==> config.mk <==
export PLATFORM = sky130hd
export DESIGN_NAME = tcd_queue
export DESIGN_NICKNAME = d
export VERILOG_FILES = /design/src/sv/tcd_pkg.sv /design/src/sv/tcd_queue.sv
export SDC_FILE = /design/constraint.sdc
export NUM_CORES = 1
export LEC_CHECK = 0
export BUFFER_PORTS_ARGS = -buffer_cell sky130_fd_sc_hd__buf_2
export CORE_MARGIN = 4
export CORE_UTILIZATION = 47
export DETAILED_ROUTE_END_ITERATION = 8
export PLACE_DENSITY = 0.75
export SLEW_MARGIN = 25
export SYNTH_ARGS = -nofsm -noshare
export SYNTH_HDL_FRONTEND = slang
export SYNTH_SLANG_ARGS = --single-unit
==> constraint.sdc <==
create_clock -name clk_i -period 3.7 [get_ports clk_i]
set_input_delay 0.37 -clock clk_i [delete_from_list [all_inputs] [get_ports clk_i]]
set_output_delay 0.37 -clock clk_i [all_outputs]
set_load 0.02 [all_outputs]
==> src/sv/tcd_pkg.sv <==
// Package for the two-color tile decoder.
// Holds the shared types, register codes and constants; no dependencies.
package tcd_pkg;

  // Input item opcodes
  typedef enum logic {
    OP_PALETTE = 1'b0,
    OP_TILE    = 1'b1
  } op_e;

  // Configuration register indexes
  typedef enum logic {
    CFG_TILES_ACROSS = 1'b0,
    CFG_TILES_DOWN   = 1'b1
  } cfg_idx_e;

  localparam int unsigned CfgW          = 9;
  localparam logic [CfgW-1:0] AcrossRst = 9'd160;
  localparam logic [CfgW-1:0] DownRst   = 9'd120;

  // Depth of the queue between front and back
  localparam int unsigned QueueDepth = 2;

  // Tile count registers as seen by the back end
  typedef struct packed {
    logic [CfgW-1:0] tiles_across;
    logic [CfgW-1:0] tiles_down;
  } cfg_t;

  // One classified tile with its colors resolved
  typedef struct packed {
    logic [23:0] rgb_set;
    logic [23:0] rgb_clear;
    logic [15:0] mask_bits;
  } tile_t;

endpackage

==> src/sv/tcd_queue.sv <==
// Short queue of classified tiles between front and back.
// Depends on tcd_pkg.
module tcd_queue (
  input  logic           clk_i,
  input  logic           rst_ni,
  input  logic           push_valid_i,
  output logic           push_ready_o,
  input  tcd_pkg::tile_t push_tile_i,
  output logic           pop_valid_o,
  input  logic           pop_ready_i,
  output tcd_pkg::tile_t pop_tile_o
);

  localparam int unsigned Depth = tcd_pkg::QueueDepth;
  localparam int unsigned PtrW  = (Depth > 1) ? $clog2(Depth) : 1;
  localparam int unsigned CntW  = $clog2(Depth + 1);

  tcd_pkg::tile_t entries_q [Depth];
  logic [PtrW-1:0] wr_ptr_q, wr_ptr_d, rd_ptr_q, rd_ptr_d;
  logic [CntW-1:0] count_q, count_d;
  logic            push, pop;

  assign push_ready_o = count_q != CntW'(Depth);
  assign pop_valid_o  = count_q != '0;
  assign push         = push_valid_i && push_ready_o;
  assign pop          = pop_valid_o && pop_ready_i;
  assign pop_tile_o   = entries_q[rd_ptr_q];

  // Store the pushed entry
  always_ff @(posedge clk_i) begin
    if (push) begin
      entries_q[wr_ptr_q] <= push_tile_i;
    end
  end

  // Advance pointers and count
  always_comb begin
    wr_ptr_d = wr_ptr_q;
    rd_ptr_d = rd_ptr_q;
    count_d  = count_q;
    if (push) begin
      wr_ptr_d = (wr_ptr_q == PtrW'(Depth - 1)) ? '0 : wr_ptr_q + 1'b1;
    end
    if (pop) begin
      rd_ptr_d = (rd_ptr_q == PtrW'(Depth - 1)) ? '0 : rd_ptr_q + 1'b1;
    end
    if (push && !pop) begin
      count_d = count_q + 1'b1;
    end else if (pop && !push) begin
      count_d = count_q - 1'b1;
    end
  end

  always_ff @(posedge clk_i or negedge rst_ni) begin
    if (!rst_ni) begin
      wr_ptr_q <= '0;
      rd_ptr_q <= '0;
      count_q  <= '0;
    end else begin
      wr_ptr_q <= wr_ptr_d;
      rd_ptr_q <= rd_ptr_d;
      count_q  <= count_d;
    end
  end

  a_count_bound: assert property (@(posedge clk_i) disable iff (!rst_ni)
    count_q <= CntW'(Depth))
    else $error("queue count beyond depth");

endmodule

==> impl_metrics.csv <==
group,metric,value,unit
global_routing,use_met1,0.169,
synthesis,yosys.area.top_type,"edfxtp_1",
worst_setup_path,cp_slowest_cell,"dfrtp_4",
clocking,cts_hold_buf,1,
global_routing,grt_max_degree,39,
worst_setup_path,cp.arrival,2.13,ns
worst_setup_path,reg2reg_setup_slack,1.69,ns
finish,fin_util,0.621,
synthesis,ys_ff_latch,132,
worst_setup_path,r2r_cells,4,
timing,period_share,0.676,
synthesis,seq_area_frac_synth,0.786,
synthesis,synth_edf_count,128,
floorplanning,io_pins,134,
detailed_routing,viasPerCell,4.76,
detailed_routing,wl_per_cell,16.1,um
floorplanning,die-area,0.0124,mm^2
synthesis,synth_cells,217,
worst_hold_path,whs_endpoint,"entries_q[1][11]",
clocking,cts_setup_buffers,0,
power,p_per_area,864,mW/mm^2
global_routing,grt_util_met2,0.225,
worst_setup_path,path_buf_inv,2,
floorplanning,std_cell_rows,37,
global_routing,gr-max-usage-layer,"met2",
worst_setup_path,reg2reg_to,"entries_q[0][15]",
worst_setup_path,cp.required,3.33,ns
timing,finalHoldWorstSlack,0.0509,ns
finish,fill_cells,796,
detailed_routing,first_iter_violations,100,
timing,hold_viol,0,
global_routing,grt_usage,0.142,
clocking,cts_tree,"built",
synthesis,synthArstFlopShare,0.0303,
place,port-buffer-count,133,
synthesis,syn_area_per_cell,23.1,um^2
clocking,clock_latency,0.51,ns
clocking,htree_levels,4,
floorplanning,initial_core_util,0.484,
floorplanning,die_x,111,um
synthesis,synth_top_flop_cell,"edfxtp_1",
worst_hold_path,min_path_type,"primary input to register",
detailed_routing,firstDrtPassIters,4,
clocking,cts_buffer_depth,2,
clocking,clock_sinks,132,
synthesis,synthesis.nets,286,
timing,slew_violations,0,
power,peakVddDrop,0.000719,V
synthesis,yosysUniqueCellTypes,15,
detailed_routing,wl,8.31,mm
floorplanning,die_h,111,um
global_routing,grt_overflow,0,
finish,area_growth,28.3,%
place,gp_congestion,0.722,
finish,drive_above_1_share,0.604,
synthesis,netlist_top_cells_count,"edfxtp_1 (128), mux2_4 (50), mux2_2 (14), buf_6 (6), dfrtp_1 (4)",
timing,setup_tns,0,ns
timing,period_needed,2.50,ns
worst_setup_path,worstSetupPathType,"register to output pin",
run_status,status,"complete, no violations",
synthesis,synth_most_common_cell,"edfxtp_1",
worst_setup_path,crit_path_max_incr_delay,0.73,ns
timing,setup_viol,0,
worst_hold_path,min_from,"push_tile_i[11]",
timing,fmax,0.400,GHz
clocking,cts.reportedPaths.clkPinSlew,0.06,ns
global_routing,grt_antenna_before_repair,0,
clocking,root_buffer,"clkbuf_8",
clocking,cts_resized,0,
power,p_leak,0.00259,uW
timing,max_slew.worst_pin.slew,0.836,ns
job,timing.max_cap.violations,0,
place,dpl.hpwl,5.57,mm
synthesis,ys_warn_count,0,
detailed_routing,ant_nets,0,
worst_setup_path,worstPathCellList,"buf_16, mux2_2, buf_2",
worst_setup_path,startpoint_type,"register",
finish,diodes,0,
worst_setup_path,regToRegStartpoint,"count_q[0]",
global_routing,grtUsageMet3,0.0554,
worst_setup_path,path_max_fanout,38,
timing,fin_skew,0.00950,ns
timing,max_slew_margin,0.441,
worst_setup_path,cp-end-kind,"output pin",
clocking,cts_buffers,17,
detailed_routing,vias,2451,
synthesis,yosys.area.top_type_share,0.766,
worst_setup_path,cp_top_family,"flip-flops",
global_routing,grt_pass1_vias,2689,
finish,final_nets,435,
synthesis,netlist_area,0.00502,mm^2
detailed_routing,drcViolationCount,0,
floorplanning,core_area,0.0104,mm^2
global_routing,grt_pass1_wl,13.4,mm
worst_hold_path,hold_depth,1,
timing,rsz0062_at_grt,"no",
synthesis,yosys-top-cells-area,"edfxtp_1 (77%), mux2_4 (15%), mux2_2 (3.1%), dfrtp_1 (2.0%), buf_6 (1.3%)",
[worst max path at each step]
stage,slack (ns),from,to,depth (start not counted)
finish,1.20,rd_ptr_q,pop_tile_o[49],3
global placement,1.56,rd_ptr_q,pop_tile_o[49],2
detailed placement,1.64,count_q[0],entries_q[0][63],4
global route,1.10,rd_ptr_q,pop_tile_o[49],3
CTS,1.15,rd_ptr_q,pop_tile_o[44],3
floorplan,0.81,count_q[0],entries_q[0][0],3
[layout make-up]
type	instances	area [um^2]	share of cell area
multi-input combinational	77	1010	0.156
timing repair buffer	137	743	0.115
inverter	1	3.75	0.000583
tap	136	170	0.0264
clock buffer	27	492	0.0764
sequential	132	3950	0.613
clock inverter	5	75.1	0.0117
[registers in the layout, summed over array words and instances, names as in the netlist]
signal and cells:
rd_ptr_q 1, count_q 2, wr_ptr_q 1, entries_q 128
[placed cells by master (no fill, tap or decap)]
cell type / n
inv_1: 1
or2_1: 1
clkinv_2: 3
buf_2: 133
dlygate4sd3_1: 1
mux2_4: 50
clkbuf_1: 6
mux2_2: 14
nand2_1: 2
buf_16: 1
ha_1: 1
nand2b_1: 1
xnor2_1: 3
dfrtp_1: 3
edfxtp_1: 128
and3_2: 1
nor2_4: 1
bufinv_16: 2
dfrtp_4: 1
clkbuf_8: 5
xor2_1: 2
clkbuf_16: 16
nor2_1: 1
buf_12: 2
[where the power goes]
group          internal, uW  switching [uW]  leakage, uW  total [uW]
logic                   817             965      0.00107        1780
registers              2050             165      0.00123        2220
clock network          1030             540     0.000280        1570
total                  3900            1670      0.00259        5570
[routing by layer]
layer / vias up / wire length (um) / part of all wire
met5: - / 0 / 0
met4: 0 / 123 / 0.015
met3: 11 / 602 / 0.072
met2: 91 / 4160 / 0.50
met1: 1190 / 3430 / 0.41
li1: 1159 / - / -
[stage by stage]
| step | setup WS, ns | cell area (um^2) | instances | power [uW] |
|---|---|---|---|---|
| 2_1_floorplan | 0.807 | 5020 | 217 | 3560 |
| 4_1_cts | 1.15 | 6440 | 515 | 5660 |
| 5_1_grt | 1.10 | 6440 | 515 | 5850 |
| 6_report | 1.20 | 6440 | 515 | 5570 |
| 3_5_place_dp | 1.64 | 5860 | 482 | 4070 |
| 3_3_place_gp | 1.56 | 5830 | 481 | 4010 |
[cells by family (layout without fill, tap and decap cells)]
group	count (synthesis)	in the layout	synth area share
xor+xnor	5	5	0.00873
mux	64	64	0.181
fa+ha+maj	1	1	0.00249
buf+inv	8	170	0.0152
simple gates	7	7	0.00673
flops	132	132	0.786
Power figures use the tool's default switching activity.
