`config.mk`:
```
export PLATFORM = sky130hd
export DESIGN_NAME = tcd_back_flat
export DESIGN_NICKNAME = d
export VERILOG_FILES = /design/src/sv/tcd_pkg.sv /design/src/sv/tcd_out_if.sv /design/src/sv/tcd_back.sv /design/src/flat_wrapper.sv
export SDC_FILE = /design/constraint.sdc
export NUM_CORES = 1
export LEC_CHECK = 0
export ABC_CLOCK_PERIOD_IN_PS = 4200
export BUFFER_PORTS_ARGS = -buffer_cell sky130_fd_sc_hd__buf_2
export CELL_PAD_IN_SITES_DETAIL_PLACEMENT = 0
export CELL_PAD_IN_SITES_GLOBAL_PLACEMENT = 2
export CORE_MARGIN = 1
export CORE_UTILIZATION = 33
export CTS_CLUSTER_SIZE = 16
export DETAILED_ROUTE_END_ITERATION = 8
export PLACE_DENSITY = 0.72
export SYNTH_ARGS = -nofsm -noshare
export SYNTH_HDL_FRONTEND = slang
export SYNTH_SLANG_ARGS = --single-unit
```
`constraint.sdc`:
```
create_clock -name clk_i -period 4.2 [get_ports clk_i]
set_input_delay 0.21 -clock clk_i [delete_from_list [all_inputs] [get_ports clk_i]]
set_output_delay 0.21 -clock clk_i [all_outputs]
set_load 0.02 [all_outputs]
```
`src/sv/tcd_pkg.sv`:
```
// Package for the two-color tile decoder.
// Holds the shared types, register codes and constants; no dependencies.
package tcd_pkg;

  // Input item opcodes
  typedef enum logic {
    OP_PALETTE = 1'b0,
    OP_TILE    = 1'b1
  } op_e;

  // Configuration register indexes
  typedef enum logic {
    CFG_TILES_ACROSS = 1'b0,
    CFG_TILES_DOWN   = 1'b1
  } cfg_idx_e;

  localparam int unsigned CfgW          = 9;
  localparam logic [CfgW-1:0] AcrossRst = 9'd160;
  localparam logic [CfgW-1:0] DownRst   = 9'd120;

  // Depth of the queue between front and back
  localparam int unsigned QueueDepth = 2;

  // Tile count registers as seen by the back end
  typedef struct packed {
    logic [CfgW-1:0] tiles_across;
    logic [CfgW-1:0] tiles_down;
  } cfg_t;

  // One classified tile with its colors resolved
  typedef struct packed {
    logic [23:0] rgb_set;
    logic [23:0] rgb_clear;
    logic [15:0] mask_bits;
  } tile_t;

endpackage

```
`src/sv/tcd_out_if.sv`:
```
// Output channel of the two-color tile decoder: valid/ready plus pixel fields.
// Depends on nothing.
interface tcd_out_if;
  logic       valid;
  logic       ready;
  logic [9:0] pixel_x;
  logic [9:0] pixel_y;
  logic [7:0] red_out;
  logic [7:0] green_out;
  logic [7:0] blue_out;
  logic       last_of_tile;
  logic       last_of_image;

  modport source (output valid, pixel_x, pixel_y, red_out, green_out, blue_out,
                  last_of_tile, last_of_image, input ready);
  modport sink (input valid, pixel_x, pixel_y, red_out, green_out, blue_out,
                last_of_tile, last_of_image, output ready);
endinterface

```
`src/sv/tcd_back.sv`:
```
// Back end: walks each tile's sixteen pixels, tracks the tile position,
// and drives the registered output channel. Depends on tcd_pkg, tcd_out_if.
module tcd_back #(
  parameter int unsigned MAX_TILES_PER_SIDE = 256
) (
  input  logic           clk_i,
  input  logic           rst_ni,
  input  tcd_pkg::cfg_t  cfg_i,
  input  logic           pop_valid_i,
  output logic           pop_ready_o,
  input  tcd_pkg::tile_t pop_tile_i,
  tcd_out_if.source      out_o
);

  localparam int unsigned PosW = (MAX_TILES_PER_SIDE > 1) ? $clog2(MAX_TILES_PER_SIDE) : 1;

  logic           cur_valid_q, cur_valid_d;
  tcd_pkg::tile_t cur_tile_q;
  logic [3:0]     cnt_q;
  logic [PosW-1:0] col_q, col_d, row_q, row_d;
  logic           out_valid_q, out_valid_d;
  logic [9:0]     px_q, py_q;
  logic [23:0]    rgb_q, rgb_d;
  logic           lot_q, loi_q;
  logic           advance, finish, load;
  logic [10:0]    across_eff, down_eff;
  logic           row_end, image_end;
  logic [9:0]     col_ext, row_ext;

  // Clamp tile counts to one..maximum
  always_comb begin
    across_eff = 11'(cfg_i.tiles_across);
    if (cfg_i.tiles_across == '0) begin
      across_eff = 11'd1;
    end else if (11'(cfg_i.tiles_across) > 11'(MAX_TILES_PER_SIDE)) begin
      across_eff = 11'(MAX_TILES_PER_SIDE);
    end
    down_eff = 11'(cfg_i.tiles_down);
    if (cfg_i.tiles_down == '0) begin
      down_eff = 11'd1;
    end else if (11'(cfg_i.tiles_down) > 11'(MAX_TILES_PER_SIDE)) begin
      down_eff = 11'(MAX_TILES_PER_SIDE);
    end
  end

  assign row_end   = (11'(col_q) + 11'd1) >= across_eff;
  assign image_end = row_end && ((11'(row_q) + 11'd1) >= down_eff);

  // Pixel step control
  assign advance     = cur_valid_q && (!out_valid_q || out_o.ready);
  assign finish      = advance && (cnt_q == 4'd15);
  assign pop_ready_o = !cur_valid_q || finish;
  assign load        = pop_ready_o && pop_valid_i;

  always_comb begin
    cur_valid_d = cur_valid_q;
    if (load) begin
      cur_valid_d = 1'b1;
    end else if (finish) begin
      cur_valid_d = 1'b0;
    end
    out_valid_d = out_valid_q;
    if (advance) begin
      out_valid_d = 1'b1;
    end else if (out_o.ready) begin
      out_valid_d = 1'b0;
    end
  end

  // Step the tile position after the last pixel
  always_comb begin
    col_d = col_q;
    row_d = row_q;
    if (finish) begin
      if (row_end) begin
        col_d = '0;
        row_d = image_end ? '0 : row_q + 1'b1;
      end else begin
        col_d = col_q + 1'b1;
      end
    end
  end

  always_ff @(posedge clk_i or negedge rst_ni) begin
    if (!rst_ni) begin
      cur_valid_q <= 1'b0;
      out_valid_q <= 1'b0;
      cnt_q       <= '0;
      col_q       <= '0;
      row_q       <= '0;
    end else begin
      cur_valid_q <= cur_valid_d;
      out_valid_q <= out_valid_d;
      col_q       <= col_d;
      row_q       <= row_d;
      if (advance) begin
        cnt_q <= cnt_q + 1'b1;
      end
    end
  end

  // Build the next pixel
  assign col_ext = 10'(col_q);
  assign row_ext = 10'(row_q);
  assign rgb_d   = cur_tile_q.mask_bits[4'd15 - cnt_q] ? cur_tile_q.rgb_set
                                                       : cur_tile_q.rgb_clear;

  always_ff @(posedge clk_i) begin
    if (load) begin
      cur_tile_q <= pop_tile_i;
    end
    if (advance) begin
      px_q  <= {col_ext[7:0], cnt_q[1:0]};
      py_q  <= {row_ext[7:0], cnt_q[3:2]};
      rgb_q <= rgb_d;
      lot_q <= cnt_q == 4'd15;
      loi_q <= (cnt_q == 4'd15) && image_end;
    end
  end

  assign out_o.valid         = out_valid_q;
  assign out_o.pixel_x       = px_q;
  assign out_o.pixel_y       = py_q;
  assign out_o.red_out       = rgb_q[23:16];
  assign out_o.green_out     = rgb_q[15:8];
  assign out_o.blue_out      = rgb_q[7:0];
  assign out_o.last_of_tile  = lot_q;
  assign out_o.last_of_image = loi_q;

  a_image_in_tile: assert property (@(posedge clk_i) disable iff (!rst_ni)
    (out_valid_q && loi_q) |-> lot_q)
    else $error("last of image flagged off a tile end");

  a_cnt_wrap: assert property (@(posedge clk_i) disable iff (!rst_ni)
    finish |=> (cnt_q == 4'd0))
    else $error("pixel count did not wrap after tile end");

  a_no_overwrite: assert property (@(posedge clk_i) disable iff (!rst_ni)
    (out_valid_q && !out_o.ready) |-> !advance)
    else $error("stalled pixel overwritten");

endmodule
```
`src/flat_wrapper.sv`:
```
// flat-port wrapper written by rule: the top's interface ports become plain ports
module tcd_back_flat 
#(
  parameter int unsigned MAX_TILES_PER_SIDE = 256
)
  (clk_i, rst_ni, cfg_i, pop_valid_i, pop_ready_o, pop_tile_i, out_o_valid, out_o_pixel_x, out_o_pixel_y, out_o_red_out, out_o_green_out, out_o_blue_out, out_o_last_of_tile, out_o_last_of_image, out_o_ready);
  tcd_out_if out_o_i ();
  input  logic clk_i;
  input  logic rst_ni;
  input  tcd_pkg::cfg_t cfg_i;
  input  logic pop_valid_i;
  output logic pop_ready_o;
  input  tcd_pkg::tile_t pop_tile_i;
  output wire logic [$bits(out_o_i.valid)-1:0] out_o_valid;
  output wire logic [$bits(out_o_i.pixel_x)-1:0] out_o_pixel_x;
  output wire logic [$bits(out_o_i.pixel_y)-1:0] out_o_pixel_y;
  output wire logic [$bits(out_o_i.red_out)-1:0] out_o_red_out;
  output wire logic [$bits(out_o_i.green_out)-1:0] out_o_green_out;
  output wire logic [$bits(out_o_i.blue_out)-1:0] out_o_blue_out;
  output wire logic [$bits(out_o_i.last_of_tile)-1:0] out_o_last_of_tile;
  output wire logic [$bits(out_o_i.last_of_image)-1:0] out_o_last_of_image;
  input wire logic [$bits(out_o_i.ready)-1:0] out_o_ready;
  assign out_o_valid = out_o_i.valid;
  assign out_o_pixel_x = out_o_i.pixel_x;
  assign out_o_pixel_y = out_o_i.pixel_y;
  assign out_o_red_out = out_o_i.red_out;
  assign out_o_green_out = out_o_i.green_out;
  assign out_o_blue_out = out_o_i.blue_out;
  assign out_o_last_of_tile = out_o_i.last_of_tile;
  assign out_o_last_of_image = out_o_i.last_of_image;
  assign out_o_i.ready = out_o_ready;
  tcd_back #(.MAX_TILES_PER_SIDE(MAX_TILES_PER_SIDE)) u_core (.clk_i(clk_i), .rst_ni(rst_ni), .cfg_i(cfg_i), .pop_valid_i(pop_valid_i), .pop_ready_o(pop_ready_o), .pop_tile_i(pop_tile_i), .out_o(out_o_i));
endmodule
```
==> out/results.ini <==
[place]
dp_hpwl_um = 8020
port-buffer-count = 133
place_area_mm2 = 0.00644
gp_congestion = 0.742
place_ws_ns = 1.17

[drt]
vias = 3522
drtAntennaViolNets = 0
drt-pass1-iter-count = 4
drc = 0
post_drt_via_cell_ratio = 4.42
wl_per_cell_um = 14.6
drt-total-wl_um = 11600
drt_iter0_drc = 146

[timing]
final.period_utilization_pct = 71.9
fmax_mhz = 331
rsz0062_at_grt = false
slew-limit-headroom_pct = 43.3
hold_viol = 0
fin_skew_ns = 0.00610
worst_pin_slew_ns = 0.849
period_minus_slack_ns = 3.02
setup_slack_ns = 1.18
slew_viol_final = 0
totalNegativeSetupSlack_ns = 0
setup_viol = 0

[cts]
cts_buffers = 17
cts_sinks = 132
cts_resized = 0
clk_latency_ns = 0.41
clock_path_buffers = 2
path_clk_slew_ns = 0.06
cts_setup_buffers = 0
cts-root-buf = clkbuf_16
htreeDepth = 4
cts_tree = done
hold_buffers = 65

[run_status]
status = complete, no violations

[floorplan]
coreArea_mm2 = 0.0161
die_h_um = 131
dieArea_mm2 = 0.0172
num_rows = 46
die-width_um = 131
io_pins = 134
start_util_pct = 34.2

[worst_setup_path]
critPathTopFamily = simple AND/OR/NAND/NOR gates
crit_type = reg -> reg
cpPeakStageDelay_ns = 0.67
worstPathMaxFanout = 33
crit_buf_inv = 2
end_kind = register
cp-start-kind = register
worstPathArrival_ns = 3.11
crit_chain = ha_1, nand3_1, inv_1, nand2_1, nand2_1, and2_2, buf_4
critPathSlowestCell = and2_2
crit_top_cell = nand2_1
required_ns = 4.29

[yosys]
synth-seq-cells = 132
synth_top_area_share_pct = 59.9
synth_area_leaders = edfxtp_1, dfrtp_1, mux2_4, ha_1, nand2_1
ys_warn_count = 0
synth_nets = 459
synthMostInstantiatedCell = edfxtp_1
syn_inst = 352
postSynthAreaPerCell_um2 = 15.7
synth-async-reset-ratio_pct = 16.7
synth_edf_count = 110
synth_common_cells = edfxtp_1, nand2_1, dfrtp_1
synth_cell_type_count = 41
ys_seq_area_share_pct = 69.9
yosysTopAreaCell = edfxtp_1
ys.flop_type = edfxtp_1
synthesis.area_mm2 = 0.00551

[grt]
grt_pass1_vias = 3691
grt-ovfl-total = 0
grt_pass1_wl_um = 18700
antenna_found_initial = 0
grt.total_usage_pct = 14.3
grt_max_degree = 50

[power]
power.switching_mw = 1.15
p_seq_share_pct = 42.5
combPwrFrac_pct = 23.7
p_clk_share_pct = 33.8
power_density_mw_per_mm2 = 545
switching_share_pct = 27.5
irDropWorstVdd_mv = 0.297
intPower_mw = 3.02
leakage_nw = 3.21
p_total_mw = 4.17

[min_path]
hold_class = in -> reg

[finish]
drive_gt1_share_pct = 34.5
syn_to_final_growth_pct = 38.8
fin_area_mm2 = 0.00765
nNetsFinal = 675
num_antenna_cells = 0
final_util_pct = 47.5

[run]
maxCapViolations = 0

per-layer routing:
layer	up-vias	part of all wire, %	wire length, µm	global-route usage [%]
met3	18	4.1	473	3.59
met2	87	50	5740	23.9
met4	0	2.2	260	7.06
met1	1651	44	5130	17.1
li1	1766	-	-	-
met5	-	0	0	0
cells by family (layout without fill, tap and decap cells):
family                     Yosys count  in the layout  share of synthesized area, %
AOI/OAI and AO/OA                   39             39                          4.72
DFF                                132            132                          69.9
xor gates and xnor gates            11             11                          1.75
muxes                               30             30                          8.49
and+or+nand+nor                    102            102                          8.47
adders and majority gates           21             21                          4.77
buffers and inverters               17            245                          1.88
power groups by stage:
stage | Combinational, mW | Clock, mW | Sequential [mW]
detailed placement | 0.955 | 0 | 1.80
global placement | 0.942 | 0 | 1.79
CTS | 1.01 | 1.44 | 1.77
global route | 1.07 | 1.49 | 1.79
floorplan | 0.654 | 0 | 1.90
finish | 0.989 | 1.41 | 1.77
registers in the layout, summed over array words and instances (netlist names):
signal,cells
u_core.cnt_q,4
u_core.row_q,8
u_core.cur_tile_q,64
u_core.out_o.pixel_x,10
u_core.cur_valid_q,1
u_core.out_o.last_of_image,1
u_core.out_o.last_of_tile,1
u_core.out_o.valid,1
u_core.rgb_q,24
u_core.out_o.pixel_y,10
u_core.col_q,8
worst paths after layout:
check / startpoint / endpoint / slack (ns) / cells past startpoint
setup / recovery: u_core.cnt_q[0] / u_core.cur_tile_q[2] / 1.18 / 7
hold / removal: pop_valid_i / u_core.cur_valid_q / 0.02 / 2
setup reg to reg: u_core.cnt_q[0] / u_core.cur_tile_q[2] / 1.18 / 7
hold reg to reg: u_core.cur_valid_q / u_core.out_o.valid / 0.50 / 1
max in group asynchronous: rst_ni / u_core.cnt_q[0] / 3.52 / 2
min in group asynchronous: rst_ni / u_core.row_q[0] / 0.31 / 2
through the flow:
stage / instances / hold WS (ns)
after detailed placement: 700 / 0.233
after floorplan: 352 / -0.0856
after CTS: 796 / 0.00356
after global placement: 700 / 0.224
final: 796 / 0.0158
after global routing: 796 / 0.0174
area by class of cell:
class | count | area, µm²
fill | 1441 | 8460
sequential | 132 | 3850
multi-input combinational | 203 | 1560
timing repair buffer | 205 | 1370
clock buffer | 19 | 433
tap | 216 | 270
clock inverter | 12 | 133
inverter | 9 | 33.8
layout by cell type, fill, tap and decap left out, types with 3 or more instances in the layout:
master | netlist | layout
buf_2 | 0 | 133
edfxtp_1 | 110 | 110
dlygate4sd3_1 | 0 | 65
nand2_1 | 48 | 48
dfrtp_1 | 22 | 22
mux2_4 | 21 | 21
ha_1 | 21 | 21
nand3_1 | 17 | 17
clkbuf_16 | 0 | 17
nor2_1 | 10 | 10
o21ai_0 | 10 | 10
a21oi_1 | 8 | 8
buf_4 | 0 | 7
xnor2_1 | 6 | 6
inv_1 | 7 | 6
nand4_1 | 6 | 6
nand2b_1 | 6 | 6
xor2_1 | 5 | 5
nor3_1 | 5 | 5
a211oi_1 | 6 | 5
mux2_2 | 4 | 4
o22ai_1 | 4 | 4
clkinv_1 | 2 | 3
and3_1 | 3 | 3
clkinv_4 | 0 | 3
(Power assumes the default switching activity.)
